File: src/hdl/nntt_pkg.sv
// Package: payload, twiddle entry and state types, function and register codes.
package nntt_pkg;

   typedef struct packed {
      logic [2:0]  func;
      logic [9:0]  index;
      logic [61:0] value;
      logic [63:0] value_quot;
      logic [61:0] inv_twiddle;
      logic [63:0] inv_twiddle_quot;
   } req_type;

   typedef struct packed {
      logic [61:0] coefficient;
      logic [9:0]  read_index;
   } rsp_type;

   typedef struct packed {
      logic [61:0] fw;
      logic [63:0] fwq;
      logic [61:0] iw;
      logic [63:0] iwq;
   } tw_type;

   localparam logic [2:0] FUNC_LOAD_TW = 3'd0;
   localparam logic [2:0] FUNC_WRITE   = 3'd1;
   localparam logic [2:0] FUNC_FORWARD = 3'd2;
   localparam logic [2:0] FUNC_INVERSE = 3'd3;
   localparam logic [2:0] FUNC_READ    = 3'd4;

   localparam int CSR_AW = 6;
   localparam logic [2:0] CSR_MODULUS  = 3'd0;
   localparam logic [2:0] CSR_LOG_DEG  = 3'd1;
   localparam logic [2:0] CSR_DINV     = 3'd2;
   localparam logic [2:0] CSR_DINV_Q   = 3'd3;
   localparam logic [2:0] CSR_DIT      = 3'd4;
   localparam logic [2:0] CSR_DIT_Q    = 3'd5;

   localparam logic [3:0] SHOUP_LAST_STEP = 4'd9;

   typedef enum logic [3:0] {
      ST_IDLE,
      ST_BF_RDX,
      ST_BF_RDY,
      ST_BF_LOAD,
      ST_BF_START,
      ST_BF_MUL,
      ST_BF_WRX,
      ST_BF_WRY,
      ST_FIN_RD,
      ST_FIN_WR,
      ST_RD_OUT
   } state_type;

endpackage

File: src/hdl/nntt_shoup.sv
// Sequential Shoup modular product on one 32x32 multiplier, ten partial products.
module nntt_shoup (
   input  logic        clock,
   input  logic        reset,
   input  logic        start,
   input  logic [63:0] x,
   input  logic [63:0] w,
   input  logic [63:0] ws,
   input  logic [63:0] p,
   output logic        done,
   output logic [63:0] result
);

   logic [63:0]  x_ff, w_ff, ws_ff, p_ff;
   logic         run_ff;
   logic [3:0]   iss_ff;
   logic         pval_ff;
   logic [3:0]   pstep_ff;
   logic [63:0]  prod_ff;
   logic [127:0] acc_ff;
   logic [63:0]  lo_ff;
   logic         done_ff;
   logic [31:0]  op_a, op_b;

   // steps 0-3 build x*ws, 4-6 low word of x*w, 7-9 subtract q*p
   always_comb begin
      unique case (iss_ff)
         4'd0: begin op_a = x_ff[31:0];      op_b = ws_ff[31:0];  end
         4'd1: begin op_a = x_ff[31:0];      op_b = ws_ff[63:32]; end
         4'd2: begin op_a = x_ff[63:32];     op_b = ws_ff[31:0];  end
         4'd3: begin op_a = x_ff[63:32];     op_b = ws_ff[63:32]; end
         4'd4: begin op_a = x_ff[31:0];      op_b = w_ff[31:0];   end
         4'd5: begin op_a = x_ff[31:0];      op_b = w_ff[63:32];  end
         4'd6: begin op_a = x_ff[63:32];     op_b = w_ff[31:0];   end
         4'd7: begin op_a = acc_ff[95:64];   op_b = p_ff[31:0];   end
         4'd8: begin op_a = acc_ff[95:64];   op_b = p_ff[63:32];  end
         4'd9: begin op_a = acc_ff[127:96];  op_b = p_ff[31:0];   end
         default: begin op_a = 32'd0;        op_b = 32'd0;        end
      endcase
   end

   always_ff @(posedge clock) begin
      if (reset) begin
         run_ff  <= 1'b0;
         pval_ff <= 1'b0;
         done_ff <= 1'b0;
         iss_ff  <= 4'd0;
      end else begin
         pval_ff <= run_ff;
         done_ff <= pval_ff && (pstep_ff == nntt_pkg::SHOUP_LAST_STEP);
         if (start) begin
            run_ff <= 1'b1;
            iss_ff <= 4'd0;
         end else if (run_ff) begin
            if (iss_ff == nntt_pkg::SHOUP_LAST_STEP) run_ff <= 1'b0;
            iss_ff <= iss_ff + 4'd1;
         end
      end
   end

   always_ff @(posedge clock) begin
      prod_ff  <= 64'(op_a) * 64'(op_b);
      pstep_ff <= iss_ff;
      if (start) begin
         x_ff   <= x;
         w_ff   <= w;
         ws_ff  <= ws;
         p_ff   <= p;
         acc_ff <= 128'd0;
         lo_ff  <= 64'd0;
      end else if (pval_ff) begin
         unique case (pstep_ff)
            4'd0: acc_ff <= acc_ff + {64'd0, prod_ff};
            4'd1, 4'd2: acc_ff <= acc_ff + {32'd0, prod_ff, 32'd0};
            4'd3: acc_ff <= acc_ff + {prod_ff, 64'd0};
            4'd4: lo_ff <= lo_ff + prod_ff;
            4'd5, 4'd6: lo_ff <= lo_ff + {prod_ff[31:0], 32'd0};
            4'd7: lo_ff <= lo_ff - prod_ff;
            4'd8, 4'd9: lo_ff <= lo_ff - {prod_ff[31:0], 32'd0};
            default: lo_ff <= lo_ff;
         endcase
      end
   end

   assign done   = done_ff;
   assign result = lo_ff;

endmodule

File: config.mk
export PLATFORM = sky130hd
export DESIGN_NAME = nntt_shoup
export DESIGN_NICKNAME = d
export VERILOG_FILES = /design/src/hdl/nntt_pkg.sv /design/src/hdl/nntt_shoup.sv
export SDC_FILE = /design/constraint.sdc
export NUM_CORES = 2
export LEC_CHECK = 0
export ABC_AREA = 0
export BUFFER_PORTS_ARGS = -buffer_cell sky130_fd_sc_hd__buf_2
export CAP_MARGIN = 20
export CORE_MARGIN = 2
export CORE_UTILIZATION = 35
export CTS_CLUSTER_SIZE = 40
export DETAILED_ROUTE_END_ITERATION = 12
export GPL_TIMING_DRIVEN = 1
export PLACE_DENSITY_LB_ADDON = 0.15
export SETUP_SLACK_MARGIN = 0.05
export SLEW_MARGIN = 20
export SYNTH_ARGS = -nofsm -noshare
export SYNTH_HDL_FRONTEND = slang
export SYNTH_SLANG_ARGS = --single-unit
File: constraint.sdc
create_clock -name clock -period 12.2 [get_ports clock]
set_clock_uncertainty 0.2 [all_clocks]
set_input_delay 0 -clock clock [delete_from_list [all_inputs] [get_ports clock]]
set_output_delay 0 -clock clock [all_outputs]
set_load 0.1 [all_outputs]
==> impl_summary.txt <==
----------------------------------------------------
[Yosys]
  Number of flops mapped to enable cells by yosys ... 256
  Dominant synthesized flop cell ... sky130_fd_sc_hd__dfxtp_1
  Library cells used by synthesis ... 88
  Synthesized flop and latch total ... 523
  Number of instances in the synthesized netlist ... 8,621
  Syn nets ... 10,300
  Yosys Warn Count ... 0
  Part of the Yosys area used for sequential elements ... 0.181
  Share of synthesized flip-flops with an asynchronous set or reset ... 0
  Cell area after technology mapping ... 72,200 sq um
  Average size of a mapped cell ... 8.37 sq um

[Cells and area]
  Area used by multi-input combinational logic ... 53,600 sq um
  Fraction of final layout cells sized beyond drive strength 1 ... 0.0850
  Net count reported at finish ... 11,000
  FF+latch area ... 13,000 sq um
  Fill count ... 20,400
  Area growth syn-to-layout ... 18.4%

[STA]
  Period utilization ... 0.923
  F_max ... 88.8 MHz
  Transition time at the pin with the least slew margin ... 1.14 ns
  Final period demand of the worst path ... 11.26 ns
  Endpoints failing setup ... 0
  Fin. Hold Viols ... 0
  Setup repair after global routing missed its margin ... no
  Accumulated negative setup slack ... 0 ns
  Final max-slew violation count ... 0
  Relative slew slack ... 0.238

[Die]
  Die width ... 458 um
  DIE AREA ... 210,000 sq um
  Initial core utilization ... 0.352
  DIE HEIGHT ... 458 um
  Number of placed I/O pins ... 324
  Core footprint ... 205,000 sq um
  Standard-cell rows ... 166

[Clock network]
  Maximum clock insertion buffer count ... 3
  Number of H-tree levels ... 3
  Clock insertion delay at the later pin of the skew report ... 0.74 ns
  Post-CTS sizing ... 0
  Number of CTS-inserted buffers ... 73
  Clock transition at the registers of the reported paths ... 0.06 ns
  Number of buffers inserted by post-CTS setup repair ... 0
  Number of sinks on the clock net ... 523
  Root Buffer ... sky130_fd_sc_hd__clkbuf_16
  Clock tree from TritonCTS ... done

[GRT]
  Antenna violations before repair ... 15
  Aggregate global routing overflow ... 0
  Vias in the first global route ... 68,300
  Aggregate global-route resource usage ... 0.295
  First-pass GRT wire length ... 458,000 um
  Largest net degree at the start of global routing ... 147

[Worst setup path]
  Kind of start point of the critical path ... register
  Largest stage delay, worst path ... 0.82 ns
  Arr. time, crit path ... 11.63 ns
  Element type at the critical path end ... register
  Crit path kind ... reg2reg
  Most numerous cell on the critical path ... sky130_fd_sc_hd__fa_1
  CP max stage cell ... sky130_fd_sc_hd__a221o_1
  Worst Path Required ... 12.58 ns
  Maximum fanout along the worst path ... 43

[Detailed routing]
  Met3 wire length ... 23,700 um
  Routed length per instance ... 26.2 um
  Via count of the routed design ... 67,700
  Number of DRC markers in iteration 0 ... 6,314
  Uppermost routed layer ... met5
  DRC violation count after routing ... 0
  Detailed route wirelength on metal2 ... 140,000 um
  Count of TritonRoute iterations in the first routing pass ... 7
  Sum of routed wire length over all layers ... 316,000 um
  Detail-routed via count per cell ... 5.62
  Met1 Wirelength ... 131,000 um
  Post-route antenna net violation count ... 0

[Outcome]
  Outcome ... complete, no violations

[Placed design]
  Estimated wirelength of the detail-placed design ... 248,000 um
  Global placer's final weighted congestion ... 0.996
  PortBufs ... 323

[Run]
  Reported max-cap violation count ... 0

[Hold path]
  Hold Crit Class ... in2reg

----------------------------------------------------
flip-flops by register name, indices dropped and copies added (netlist names):
register	flops
ws_ff	64
pval_ff	1
result	64
p_ff	64
done	1
acc_ff	128
prod_ff	64
w_ff	64
iss_ff	4
x_ff	64
run_ff	1
pstep_ff	4
final cells by class:
type                    instances  area share
clock inverters                36     0.00609
multi-input cells            6504       0.628
inverters                    1115      0.0490
repair buffers               1085       0.102
flip-flops and latches        523       0.153
clock buffers                  95      0.0233
diodes                          6    0.000176
well taps                    2688      0.0394
logic make-up after synthesis:
group                      after synthesis  synth area share
AOI/OAI and AO/OA                     1894             0.170
xor gates and xnor gates               414            0.0503
adders and majority gates             1454             0.346
buffers and inverters                 1594            0.0830
DFF                                    523             0.181
muxes                                   16           0.00227
and+or+nand+nor                       2726             0.168
critical path: cells and delay by family, from the launching register on:
kind | cells | cell delay, ns
buf+inv | 6 | 0.73
simple gates | 7 | 2.21
fa+ha+maj | 9 | 4.46
flops | 1 | 0.63
compound gates | 6 | 2.82
stage by stage:
step | utilization | hold WS [ns] | worst slack [ns] | cells | area (sq um)
2_1_floorplan | - | -0.131 | 2.39 | 8621 | 72200
3_3_place_gp | 0.379 | -0.0235 | 1.18 | 11400 | 77700
3_5_place_dp | 0.379 | -0.0219 | 1.04 | 11400 | 77700
4_1_cts | 0.417 | 0.0131 | 0.993 | 12000 | 85400
5_1_grt | 0.417 | 0.0544 | 0.537 | 12000 | 85400
6_report | 0.417 | 0.0564 | 0.944 | 12100 | 85400
final timing paths:
path | depth (start not counted) | endpoint | startpoint | slack (ns)
hold / removal | 2 | ws_ff[8] | start | 0.06
setup / recovery | 28 | prod_ff[62] | iss_ff[3] | 0.94
setup reg to reg | 28 | prod_ff[62] | iss_ff[3] | 0.94
hold reg to reg | 0 | pstep_ff[0] | iss_ff[0] | 0.24
cells in the mapped netlist (36+ instances only):
library cell / number / area share
sky130_fd_sc_hd__and4_1: 44 / 0.0053
sky130_fd_sc_hd__or3_1: 36 / 0.0031
sky130_fd_sc_hd__xnor2_1: 257 / 0.031
sky130_fd_sc_hd__a221o_1: 37 / 0.0051
sky130_fd_sc_hd__and3_1: 62 / 0.0054
sky130_fd_sc_hd__a222oi_1: 40 / 0.0055
sky130_fd_sc_hd__nor3_1: 128 / 0.0089
sky130_fd_sc_hd__clkbuf_1: 457 / 0.024
sky130_fd_sc_hd__o21ai_0: 355 / 0.025
sky130_fd_sc_hd__nand2_1: 1043 / 0.054
sky130_fd_sc_hd__edfxtp_1: 256 / 0.11
sky130_fd_sc_hd__o21bai_1: 77 / 0.0080
sky130_fd_sc_hd__o21a_1: 41 / 0.0043
sky130_fd_sc_hd__a21oi_1: 625 / 0.043
sky130_fd_sc_hd__nand3_1: 109 / 0.0076
sky130_fd_sc_hd__fa_1: 901 / 0.25
sky130_fd_sc_hd__xor2_1: 156 / 0.019
sky130_fd_sc_hd__a221oi_1: 79 / 0.0096
sky130_fd_sc_hd__ha_1: 553 / 0.096
sky130_fd_sc_hd__inv_1: 1114 / 0.058
sky130_fd_sc_hd__dfxtp_1: 267 / 0.074
sky130_fd_sc_hd__nand4_1: 158 / 0.014
sky130_fd_sc_hd__o31ai_1: 36 / 0.0037
sky130_fd_sc_hd__nor2_1: 914 / 0.048
sky130_fd_sc_hd__nor2b_1: 38 / 0.0033
sky130_fd_sc_hd__a21o_1: 189 / 0.020
sky130_fd_sc_hd__nor4_1: 43 / 0.0037
sky130_fd_sc_hd__a31oi_1: 60 / 0.0052
sky130_fd_sc_hd__a211oi_1: 52 / 0.0054
sky130_fd_sc_hd__nand2b_1: 54 / 0.0047
per-layer routing:
metal / track usage / vias to the layer above
met5: 0 / -
met4: 0.168 / 10
met3: 0.0534 / 678
met2: 0.465 / 2939
met1: 0.379 / 33600
li1: - / 30500
layout by cell type (no fill, tap or decap), types with 49 or more instances in the layout:
cell type                       netlist  routed
sky130_fd_sc_hd__inv_1             1114    1114
sky130_fd_sc_hd__nand2_1           1043    1041
sky130_fd_sc_hd__nor2_1             914     908
sky130_fd_sc_hd__fa_1               901     901
sky130_fd_sc_hd__a21oi_1            625     625
sky130_fd_sc_hd__ha_1               553     553
sky130_fd_sc_hd__dlygate4sd3_1        0     516
sky130_fd_sc_hd__o21ai_0            355     355
sky130_fd_sc_hd__buf_2                4     322
sky130_fd_sc_hd__dfxtp_1            267     267
sky130_fd_sc_hd__xnor2_1            257     257
sky130_fd_sc_hd__edfxtp_1           256     256
sky130_fd_sc_hd__buf_4                0     243
sky130_fd_sc_hd__a21o_1             189     189
sky130_fd_sc_hd__nand4_1            158     158
sky130_fd_sc_hd__xor2_1             156     156
sky130_fd_sc_hd__nor3_1             128     124
sky130_fd_sc_hd__nand3_1            109     109
sky130_fd_sc_hd__o21bai_1            77      77
sky130_fd_sc_hd__clkbuf_16            0      74
sky130_fd_sc_hd__and3_1              62      62
sky130_fd_sc_hd__a31oi_1             60      58
sky130_fd_sc_hd__nand2b_1            54      53
sky130_fd_sc_hd__a211oi_1            52      52
sky130_fd_sc_hd__a221oi_1            79      49
what timing repair did:
action | CTS | global route
setup endpoints to repair | 0 | 0
hold endpoints to repair | 503 | 0
hold buffers | 516 | 0
Power is not shown: default switching activity piles up to over one toggle a cycle in this logic, so the estimate is an artifact.
